==> config.mk <==
export PLATFORM = sky130hd
export DESIGN_NAME = timed_event_queue
export DESIGN_NICKNAME = d
export VERILOG_FILES = /design/src/rtl/core/teq_pkg.sv /design/src/rtl/core/timed_event_queue.sv
export SDC_FILE = /design/constraint.sdc
export NUM_CORES = 2
export LEC_CHECK = 0
export ABC_CLOCK_PERIOD_IN_PS = 21500
export BUFFER_PORTS_ARGS = -buffer_cell sky130_fd_sc_hd__buf_2
export CAP_MARGIN = 20
export CORE_MARGIN = 4
export CORE_UTILIZATION = 25
export DETAILED_ROUTE_END_ITERATION = 10
export SETUP_SLACK_MARGIN = 0.05
export SLEW_MARGIN = 20
export SYNTH_ARGS = -nofsm -noshare
export SYNTH_HDL_FRONTEND = slang
export SYNTH_SLANG_ARGS = --single-unit
==> constraint.sdc <==
create_clock -name clk -period 21.5 [get_ports clk]
set_input_delay 1.075 -clock clk [delete_from_list [all_inputs] [get_ports clk]]
set_output_delay 1.075 -clock clk [all_outputs]
set_load 0.02 [all_outputs]
==> src/rtl/core/teq_pkg.sv <==
// Shared package for the timed event queue: widths, kind and status codes.
// Used by the core, the top level and the checker; depends on nothing.
`timescale 1ns / 1ps
`default_nettype none
package teq_pkg;
  localparam int QueueDepthDefault = 32;
  localparam int HandlerW = 16;
  localparam int TagW = 32;
  localparam int DelayW = 32;
  localparam int TimeW = 64;
  localparam int StatusW = 3;
  localparam int CountW = 6;

  typedef enum logic [1:0] {
    KIND_ADD = 2'd0,
    KIND_REM_H = 2'd1,
    KIND_REM_HT = 2'd2,
    KIND_RUN = 2'd3
  } kind_t;

  localparam logic [StatusW-1:0] ST_SCHEDULED = 3'd0;
  localparam logic [StatusW-1:0] ST_FULL = 3'd1;
  localparam logic [StatusW-1:0] ST_REMOVED = 3'd2;
  localparam logic [StatusW-1:0] ST_FIRED = 3'd3;
  localparam logic [StatusW-1:0] ST_NONE_DUE = 3'd4;
endpackage
`default_nettype wire

==> src/rtl/core/timed_event_queue.sv <==
// Top level of the timed event queue: handshake, list sequencer and slot store.
// Depends on teq_pkg only.
//
//  Channel | Ports                                  | Handshake
//  input   | in_kind/handler_id/handler_tag/...     | start high, busy low
//  result  | out_status/fired_handler/.../last_of_run | out_valid, one cycle
//
// An add or a removal walks the pending slots one at a time, paced by the
// single read port of the slot store; a run walks one fired event at a time.
// busy stays high until the last word.
// Reset is synchronous and builds the whole free chain in parallel (links are flops).
// The receiver cannot stall; each result word is shown for exactly one cycle.
`timescale 1ns / 1ps
`default_nettype none
module timed_event_queue #(
  parameter int QUEUE_DEPTH = teq_pkg::QueueDepthDefault
) (
  input  wire logic                          clk,
  input  wire logic                          rst_n,
  input  wire logic                          start,
  output logic                               busy,
  input  wire logic [1:0]                    in_kind,
  input  wire logic [teq_pkg::HandlerW-1:0]  in_handler_id,
  input  wire logic [teq_pkg::TagW-1:0]      in_handler_tag,
  input  wire logic [teq_pkg::DelayW-1:0]    in_delay_ticks,
  input  wire logic [teq_pkg::TimeW-1:0]     in_current_time,
  output logic                               out_valid,
  output logic [teq_pkg::StatusW-1:0]        out_status,
  output logic [teq_pkg::HandlerW-1:0]       out_fired_handler,
  output logic [teq_pkg::TagW-1:0]           out_fired_tag,
  output logic [teq_pkg::CountW-1:0]         out_removed_count,
  output logic                               out_last_of_run
);
  localparam int LW = $clog2(QUEUE_DEPTH + 1);   // link width, 0 is null
  localparam int IW = $clog2(QUEUE_DEPTH);

  typedef enum logic [2:0] {
    S_IDLE, S_ADD_RD, S_ADD_CMP, S_REM_RD, S_REM_CMP, S_RUN_RD, S_RUN_CMP
  } state_t;

  state_t state_r;
  // Slot payload memory, one read port with registered data.
  logic [teq_pkg::TimeW-1:0]    mem_due [QUEUE_DEPTH];
  logic [teq_pkg::HandlerW-1:0] mem_h   [QUEUE_DEPTH];
  logic [teq_pkg::TagW-1:0]     mem_tag [QUEUE_DEPTH];
  logic [teq_pkg::TimeW-1:0]    rd_due_r;
  logic [teq_pkg::HandlerW-1:0] rd_h_r;
  logic [teq_pkg::TagW-1:0]     rd_tag_r;
  logic [LW-1:0] link_r [QUEUE_DEPTH];
  logic [LW-1:0] pend_head_r, free_head_r, prev_r, cur_r, new_r;
  logic [LW:0]   steps_r;
  logic [teq_pkg::CountW-1:0] cnt_r;
  logic [teq_pkg::HandlerW-1:0] h_r;
  logic [teq_pkg::TagW-1:0] tag_r;
  logic [teq_pkg::TimeW-1:0] key_r;
  logic use_tag_r, fired_r;

  logic          wr_en;
  logic [IW-1:0] wr_idx, rd_idx;
  logic [LW-1:0] cur_next;

  assign busy = (state_r != S_IDLE);
  assign rd_idx = IW'(cur_r - LW'(1));
  assign cur_next = link_r[rd_idx];
  assign wr_en = (state_r == S_IDLE) && start && (in_kind == teq_pkg::KIND_ADD)
                 && (free_head_r != '0);
  assign wr_idx = IW'(free_head_r - LW'(1));

  always_ff @(posedge clk) begin
    if (wr_en) begin
      mem_due[wr_idx] <= in_current_time + teq_pkg::TimeW'(in_delay_ticks);
      mem_h[wr_idx]   <= in_handler_id;
      mem_tag[wr_idx] <= in_handler_tag;
    end
    rd_due_r <= mem_due[rd_idx];
    rd_h_r   <= mem_h[rd_idx];
    rd_tag_r <= mem_tag[rd_idx];
  end

  always_ff @(posedge clk) begin
    if (!rst_n) begin
      state_r <= S_IDLE;
      for (int i = 0; i < QUEUE_DEPTH; i++) begin
        link_r[i] <= (i == QUEUE_DEPTH - 1) ? '0 : LW'(i + 2);
      end
      pend_head_r <= '0;
      free_head_r <= LW'(1);
      out_valid <= 1'b0;
      out_status <= '0;
      out_fired_handler <= '0;
      out_fired_tag <= '0;
      out_removed_count <= '0;
      out_last_of_run <= 1'b0;
    end else begin
      out_valid <= 1'b0;
      case (state_r)
        S_IDLE: begin
          if (start) begin
            h_r <= in_handler_id;
            tag_r <= in_handler_tag;
            key_r <= (in_kind == teq_pkg::KIND_RUN) ? in_current_time
                     : in_current_time + teq_pkg::TimeW'(in_delay_ticks);
            use_tag_r <= (in_kind == teq_pkg::KIND_REM_HT);
            prev_r <= '0;
            cur_r <= pend_head_r;
            steps_r <= '0;
            cnt_r <= '0;
            fired_r <= 1'b0;
            case (in_kind)
              teq_pkg::KIND_ADD: begin
                if (free_head_r == '0) begin
                  out_valid <= 1'b1;
                  out_status <= teq_pkg::ST_FULL;
                  out_fired_handler <= '0;
                  out_fired_tag <= '0;
                  out_removed_count <= '0;
                  out_last_of_run <= 1'b1;
                end else begin
                  new_r <= free_head_r;
                  free_head_r <= link_r[wr_idx];
                  state_r <= S_ADD_RD;
                end
              end
              teq_pkg::KIND_RUN: begin
                state_r <= S_RUN_RD;
              end
              default: state_r <= S_REM_RD;
            endcase
          end
        end
        S_ADD_RD: begin
          if (cur_r == '0 || steps_r == (LW+1)'(QUEUE_DEPTH)) begin
            link_r[IW'(new_r - LW'(1))] <= cur_r;
            if (prev_r == '0) pend_head_r <= new_r;
            else link_r[IW'(prev_r - LW'(1))] <= new_r;
            out_valid <= 1'b1;
            out_status <= teq_pkg::ST_SCHEDULED;
            out_fired_handler <= '0;
            out_fired_tag <= '0;
            out_removed_count <= '0;
            out_last_of_run <= 1'b1;
            state_r <= S_IDLE;
          end else begin
            state_r <= S_ADD_CMP;
          end
        end
        S_ADD_CMP: begin
          if (rd_due_r > key_r) begin
            steps_r <= (LW+1)'(QUEUE_DEPTH);
          end else begin
            prev_r <= cur_r;
            cur_r <= cur_next;
            steps_r <= steps_r + 1'b1;
          end
          state_r <= S_ADD_RD;
        end
        S_REM_RD: begin
          if (cur_r == '0 || steps_r == (LW+1)'(QUEUE_DEPTH)) begin
            out_valid <= 1'b1;
            out_status <= teq_pkg::ST_REMOVED;
            out_fired_handler <= '0;
            out_fired_tag <= '0;
            out_removed_count <= cnt_r;
            out_last_of_run <= 1'b1;
            state_r <= S_IDLE;
          end else begin
            state_r <= S_REM_CMP;
          end
        end
        S_REM_CMP: begin
          if (rd_h_r == h_r && (!use_tag_r || rd_tag_r == tag_r)) begin
            if (prev_r == '0) pend_head_r <= cur_next;
            else link_r[IW'(prev_r - LW'(1))] <= cur_next;
            link_r[rd_idx] <= free_head_r;
            free_head_r <= cur_r;
            cnt_r <= cnt_r + 1'b1;
          end else begin
            prev_r <= cur_r;
          end
          cur_r <= cur_next;
          steps_r <= steps_r + 1'b1;
          state_r <= S_REM_RD;
        end
        S_RUN_RD: begin
          // The word for each fired event goes out only once the next head is
          // known, so the final word can carry the last flag.
          if (cur_r == '0 || steps_r == (LW+1)'(QUEUE_DEPTH)) begin
            out_valid <= 1'b1;
            out_status <= fired_r ? teq_pkg::ST_FIRED : teq_pkg::ST_NONE_DUE;
            out_fired_handler <= fired_r ? h_r : '0;
            out_fired_tag <= fired_r ? tag_r : '0;
            out_removed_count <= '0;
            out_last_of_run <= 1'b1;
            state_r <= S_IDLE;
          end else begin
            state_r <= S_RUN_CMP;
          end
        end
        S_RUN_CMP: begin
          if (rd_due_r > key_r) begin
            out_valid <= 1'b1;
            out_status <= fired_r ? teq_pkg::ST_FIRED : teq_pkg::ST_NONE_DUE;
            out_fired_handler <= fired_r ? h_r : '0;
            out_fired_tag <= fired_r ? tag_r : '0;
            out_removed_count <= '0;
            out_last_of_run <= 1'b1;
            state_r <= S_IDLE;
          end else begin
            if (fired_r) begin
              out_valid <= 1'b1;
              out_status <= teq_pkg::ST_FIRED;
              out_fired_handler <= h_r;
              out_fired_tag <= tag_r;
              out_removed_count <= '0;
              out_last_of_run <= 1'b0;
            end
            fired_r <= 1'b1;
            h_r <= rd_h_r;
            tag_r <= rd_tag_r;
            pend_head_r <= cur_next;
            link_r[rd_idx] <= free_head_r;
            free_head_r <= cur_r;
            cur_r <= cur_next;
            steps_r <= steps_r + 1'b1;
            state_r <= S_RUN_RD;
          end
        end
        default: state_r <= S_IDLE;
      endcase
    end
  end
endmodule
`default_nettype wire

## Yosys cells after proc, flatten, opt, wreduce, memory -nomap -nowiden

Memory sizes are Yosys's and may differ from the RTL's. A register that Yosys moved wholly into a read port is not among the register bits.
Index checks and enable logic that the tools add are counted.

- Add/subtract/negate cells: 7
- Order comparisons: 1
- Equal/unequal tests: 31
- Mux-type cells: 125
- Bitwise gates (word level): 6
- Reductions and logical operators: 46

Operator list:

| operator | number |
|---|---|
| 32-bit 2-to-1 mux | 10 |
| 16-bit 2-to-1 mux | 10 |
| 6-bit 2-to-1 mux | 26 |
| 32-bit case mux with 4 select lines | 1 |
| 6-bit case mux with 3 select lines | 4 |
| 64-bit by 32-bit adder with 64-bit output | 1 |
| 64-bit > comparator | 1 |
| 64-bit 2-to-1 mux | 1 |
| 16-bit case mux with 4 select lines | 1 |
| 32-bit case mux with 2 select lines | 1 |
| 3-bit 2-to-1 mux | 14 |
| 1-bit 2-to-1 mux | 40 |
| 32-bit == test | 1 |
| 16-bit case mux with 2 select lines | 1 |
| 7-bit case mux with 4 select lines | 1 |
| 2-bit inequality test, second input constant | 12 |
| 6-bit case mux with 4 select lines | 1 |
| 7-bit 2-to-1 mux | 3 |
| 3-bit case mux with 7 select lines | 1 |
| 5-bit by 1-bit subtractor with 5-bit output, second input constant | 4 |
| 6-bit logical NOT | 3 |
| 6-bit AND reduction | 3 |
| 3-bit nonzero test | 6 |
| 6-bit OR reduction | 3 |
| other kinds (38) | 67 |

- Register bits after elaboration: 219
- Bits in writable memories: 3776
- Input bits: 149
- Output and inout bits: 60
- Logic and storage cells: 239
- Memories kept: 4

Memories:

| name | words | width | read ports | clocked after memory_dff | write ports | RTL line | RTL |
|---|---|---|---|---|---|---|---|
| mem_due | 32 | 64 | 1 | 1 | 1 | timed_event_queue.sv:43 | `logic [teq_pkg::TimeW-1:0] mem_due [QUEUE_DEPTH];` |
| mem_tag | 32 | 32 | 1 | 1 | 1 | timed_event_queue.sv:45 | `logic [teq_pkg::TagW-1:0] mem_tag [QUEUE_DEPTH];` |
| mem_h | 32 | 16 | 1 | 1 | 1 | timed_event_queue.sv:44 | `logic [teq_pkg::HandlerW-1:0] mem_h [QUEUE_DEPTH];` |
| link_r | 32 | 6 | 2 | 0 | 32 | timed_event_queue.sv:49 | `logic [LW-1:0] link_r [QUEUE_DEPTH];` |

## Depth between registers and ports, before layout

- Word-level depth: 13
- Mapped depth: 17
- Mapped depth without buffers: 12

## Worst setup path before layout

OpenSTA, ideal clock, no wires.

- Path kind: register to register
- From: register free_head_r[0]
- To: memory mem_due[16][0] (netlist name), enable pin
- Setup time: 585 ps
- Arrival time: 7477 ps
- Data required time: 20915 ps
- Slack: 13438 ps
- Cell stages (with the launch flop): 12
- Buffers on the path: 4
- Period minus slack after synthesis: 8062 ps
- Cell sequence: dfxtp_1 clkbuf_1 buf_1 buf_2 inv_1 ha_1 buf_2 or3b_2 nor3_2 nor3_1 nand2_1 nor2_1

- Cells in the longest elaborated chain, start to end: 4
- Elaborated cells on any way between the ends: 5
- Classes of those cells: 1 x add/sub; 2 x mux; 2 x reduce/logical

RTL lines:

| what | RTL line | RTL |
|---|---|---|
| start: declaration | timed_event_queue.sv:50 | `logic [LW-1:0] pend_head_r, free_head_r, prev_r, cur_r, new_r;` |
| start signal: assignment | timed_event_queue.sv:120 | `free_head_r <= link_r[wr_idx];` |
| start signal: assignment | timed_event_queue.sv:175 | `free_head_r <= cur_r;` |
| start signal: assignment | timed_event_queue.sv:222 | `free_head_r <= cur_r;` |
| branches (longest 4 deep; another with 5-bit by 1-bit subtractor with 5-bit output) | n/a |  |
| end: declaration | timed_event_queue.sv:43 |  |

Several ways; the timed one is not identified.

==> results <==
- The maximum buffer depth of the clock tree is 4.
- The total number of yosys warnings is 0.
- The number of max-slew violations in the final report was 0.
- The maximum single-stage delay on the critical path is 1.02 ns.
- The number of gates resized after CTS is 0.
- The category of the most critical setup path is register to register.
- The port buffer count is 208.
- The leakage power total is 59.6 nW.
- The biggest area contributor in the post-synthesis netlist is edfxtp_1.
- The HPWL reported at the end of detailed placement is 276000 um.
- The uppermost layer routed is met5.
- Traced cell by cell, the critical path runs through inv_1 -> nor2_2 -> buf_4 -> nand2_4 -> clkinv_2 -> o2111a_2 -> a21o_1 -> nand2_1 -> mux2i_4 -> a41oi_1.
- CTS saw 4107 sinks.
- Setup repair after global routing left no endpoint under its margin.
- The total power per unit cell area is 110 mW/mm^2.
- The DRC violation total after the first TritonRoute iteration is 9373.
- The worst setup path is launched from a register.
- In the final layout, the share of cells above drive strength 1 is 0.270.
- The routed design uses 244000 um of met2 wire.
- The routed design could run at a clock period as short as 6.07 ns.
- The root buffer cell chosen for the clock tree is clkbuf_16.
- After clock tree synthesis, the setup repair step added 0 buffers.
- The routed layout has 84747 vias.
- In this run the worst hold path is classified as primary input to register.
- 209 I/O pins were placed.
- The top-area cell type share of the netlist area is 0.709.
- A synthesized cell averages 20.0 sq um.
- Yosys mapped the design onto 97 distinct sky130hd cell types.
- The remaining antenna violation count is 0.
- After global routing the overflow that remains totals 0.
- CTS built an H-tree with a depth of 5.
- For the worst setup path, the data required time is 22.16 ns.
- The floorplan row count is 299.
- The flow ran to the end, and the final reports show no timing, DRC or antenna violations.
- The cell class contributing the biggest share of worst-path delay is compound AO/OA/AOI/OAI gates.
- The number of cells on the worst reg-to-reg path is 10.
- For this run, the leading register cell type out of synthesis is edfxtp_1.
- After synthesis the cells add up to 0.166 sq mm.
- The largest net degree at the start of global routing is 140.
- Routability-driven placement finished with a final weighted congestion of 0.857.
- In the global route stage, overall resource usage came out at 0.134.
- The sequential cell area is 0.121 sq mm.
- The layout overhead on the synthesized area is 15.7%.
- The CTS tree is built.
- The start of the worst register-to-register path is state_r[2].
- The total of max-cap violations is 0.
- In this run the critical register-to-register path is captured at link_r[26][3].
- The net count after synthesis is 8558.
- The total wirelength of the detailed-routed design is 470000 um.
- The horizontal die dimension is 823 um.
- The overall die area is 0.677 sq mm.
- Between clock sinks in the finished design, the worst skew comes to 0.0594 ns.
- In this run, synthesis produced a sequential element count of 4107.
- The final period utilization is 0.283.
- The number of failing hold endpoints at the final stage is 0.
- The via count of the first global-routing pass is 85312.
- The slew of the pin with the lowest slew margin is 1.25 ns.
- The final-stage net count is 8895.
- The pre-CTS setup slack is 15.14 ns.
- The clock slew seen by the registers of the worst setup and hold paths is 0.07 ns.
- Hold is met by 0.380 ns.
- The number of enable flip-flop cells after synthesis is 3921.
- The layout filler cell count is 64572.
- The register-to-register setup slack is 15.43 ns.
- The synthesized instance count is 8293.
- Wire segments on met3 add up to 26800 um in the final route.
- The worst path buffer plus inverter count is 3.
- The initial antenna violation count was 40.
- The relative slew slack is 0.169.
- Ranked by total cell area, the synthesized netlist is headed by edfxtp_1, mux4_2, dfxtp_1.
- Setup slack on the critical path of the routed design comes to 15.43 ns.
- The total area inside the core boundary comes to 0.663 sq mm.
- After detailed routing, the wire length on met1 is 182000 um.
- The fraction of the core area covered by cells at the end of the flow is 0.290.
- In the routed design, unresolved DRC markers number 0.
- Clock latency on the worst-skew pair, taken at its later pin, is 0.99 ns.
- The mean routed wirelength per cell is 26.3 um.
- The first-pass detailed-route iteration total is 6.
- Derived from the worst setup path, the maximum achievable clock frequency is 165 MHz.
- The per-cell via count in the routed design is 4.75.
- Counting flops with an async set or reset pin after synthesis yields a share of 0.
- The die span in y is 823 um.
- The global-route wire length before repair is 665000 um.
- The worst setup path is captured at a register.
- STA puts the critical path data arrival time at 6.73 ns.
- The number of failing setup endpoints in the final timing report is 0.
- By instance count, the leading cell after synthesis is edfxtp_1.
- The worst-case hold path end point is key_r[29].
- In this run, post-CTS hold repair placed 0 buffers.
- The effective utilization at floorplan is 0.251.
- VDD sags by at most 109 uV.
- The highest fanout seen on the critical path is 52.
- The instance count along the most critical hold path is 3.
- By count the netlist is led by edfxtp_1, mux4_2, nand2_1, clkbuf_1, nor2_1.
- In the final timing run, aggregate negative setup slack is 0 ns.
- The largest individual stage delay along the critical path comes from the cell mux2i_4.
- Of the synthesized area, sequential elements account for 0.732.
- The CTS buffer count is 390.
- The hold path startpoint is in_current_time[29].
- In the final layout, the multi-input gates occupy 0.0432 sq mm.
[per-layer routing]
metal / track usage / up-vias
li1: - / 34851
met1: 0.167 / 46013
met2: 0.239 / 3139
met3: 0.0171 / 728
met4: 0.0466 / 16
met5: 0 / -
[sequential cells by signal, summed over array words and instances, names as in the netlist, 3 cells and up]
register and cells:
mem_h 512, key_r 64, pend_head_r 6, out_fired_handler 16
steps_r 7, free_head_r 6, out_fired_tag 32, mem_due 2048
rd_due_r 64, cur_r 6, tag_r 32, state_r 3
prev_r 6, rd_h_r 16, out_status 3, rd_tag_r 32
cnt_r 6, mem_tag 1024, new_r 6, h_r 16
out_removed_count 6, link_r 192
[worst register-to-register path: stages, from the launching register on]
cell and delay, ns:
dfxtp_1 0.80, inv_1 0.29, nor2_2 0.16, buf_4 0.28
nand2_4 0.40, clkinv_2 0.43, o2111a_2 0.63, a21o_1 0.90
nand2_1 0.57, mux2i_4 1.03, a41oi_1 0.29
[cells in the final DEF (no fill, tap or decap), types with 44 or more instances in the layout]
cell type	n
inv_1	130
nor3_1	44
mux4_2	1229
clkinv_1	64
a21boi_0	71
o211ai_1	45
clkbuf_1	94
edfxtp_1	3921
buf_2	207
clkinv_2	76
o41ai_1	55
nand2_1	695
buf_4	200
nand2b_1	86
ha_1	111
and3_1	70
nor2_1	174
a41oi_1	61
xnor2_1	79
clkbuf_16	397
nand3_1	154
a21oi_1	67
o21ai_0	70
dfxtp_1	185
[metrics by stage]
stage | power [mW] | cell area, sq um | cells
final | 21.1 | 192000 | 17858
after global routing | 21.8 | 192000 | 17854
after CTS | 21.3 | 192000 | 17835
after detailed placement | 14.5 | 179000 | 17115
after global placement | 14.4 | 179000 | 17114
after floorplan | 12.5 | 166000 | 8293
[logic make-up after synthesis]
logic type,after synthesis,share of synthesized area
DFF,4107,0.732
and+or+nand+nor,1401,0.0382
muxes,1263,0.169
buffers and inverters,619,0.0152
AOI/OAI and AO/OA,615,0.0277
xor gates and xnor gates,172,0.00912
adders and majority gates,116,0.00883
[worst max-delay path by stage]
stage / startpoint / end / slack, ns / cells past startpoint
after global placement: in_kind[0] / mem_due[23][45] / 15.05 / 11
after detailed placement: in_kind[0] / mem_due[23][58] / 15.14 / 11
after floorplan: free_head_r[0] / mem_due[16][0] / 13.44 / 11
after global routing: cur_r[0] / rd_due_r[34] / 15.15 / 9
after CTS: state_r[2] / link_r[10][3] / 15.51 / 10
final: state_r[2] / link_r[26][3] / 15.43 / 10
[where the power goes]
part | internal [mW] | switching (mW) | total [mW]
Combinational | 1.99 | 2.88 | 4.87
Clock | 3.83 | 3.02 | 6.86
Sequential | 9.13 | 0.206 | 9.34
[area by class of cell]
class	instances	share of cell area
multi-input combinational	3567	0.225
sequential	4107	0.633
timing repair buffer	431	0.0158
clock inverter	214	0.0109
clock buffer	506	0.0547
antenna	21	0.000274
tap	8879	0.0579
inverter	133	0.00261
Power figures use the tool's default switching activity.
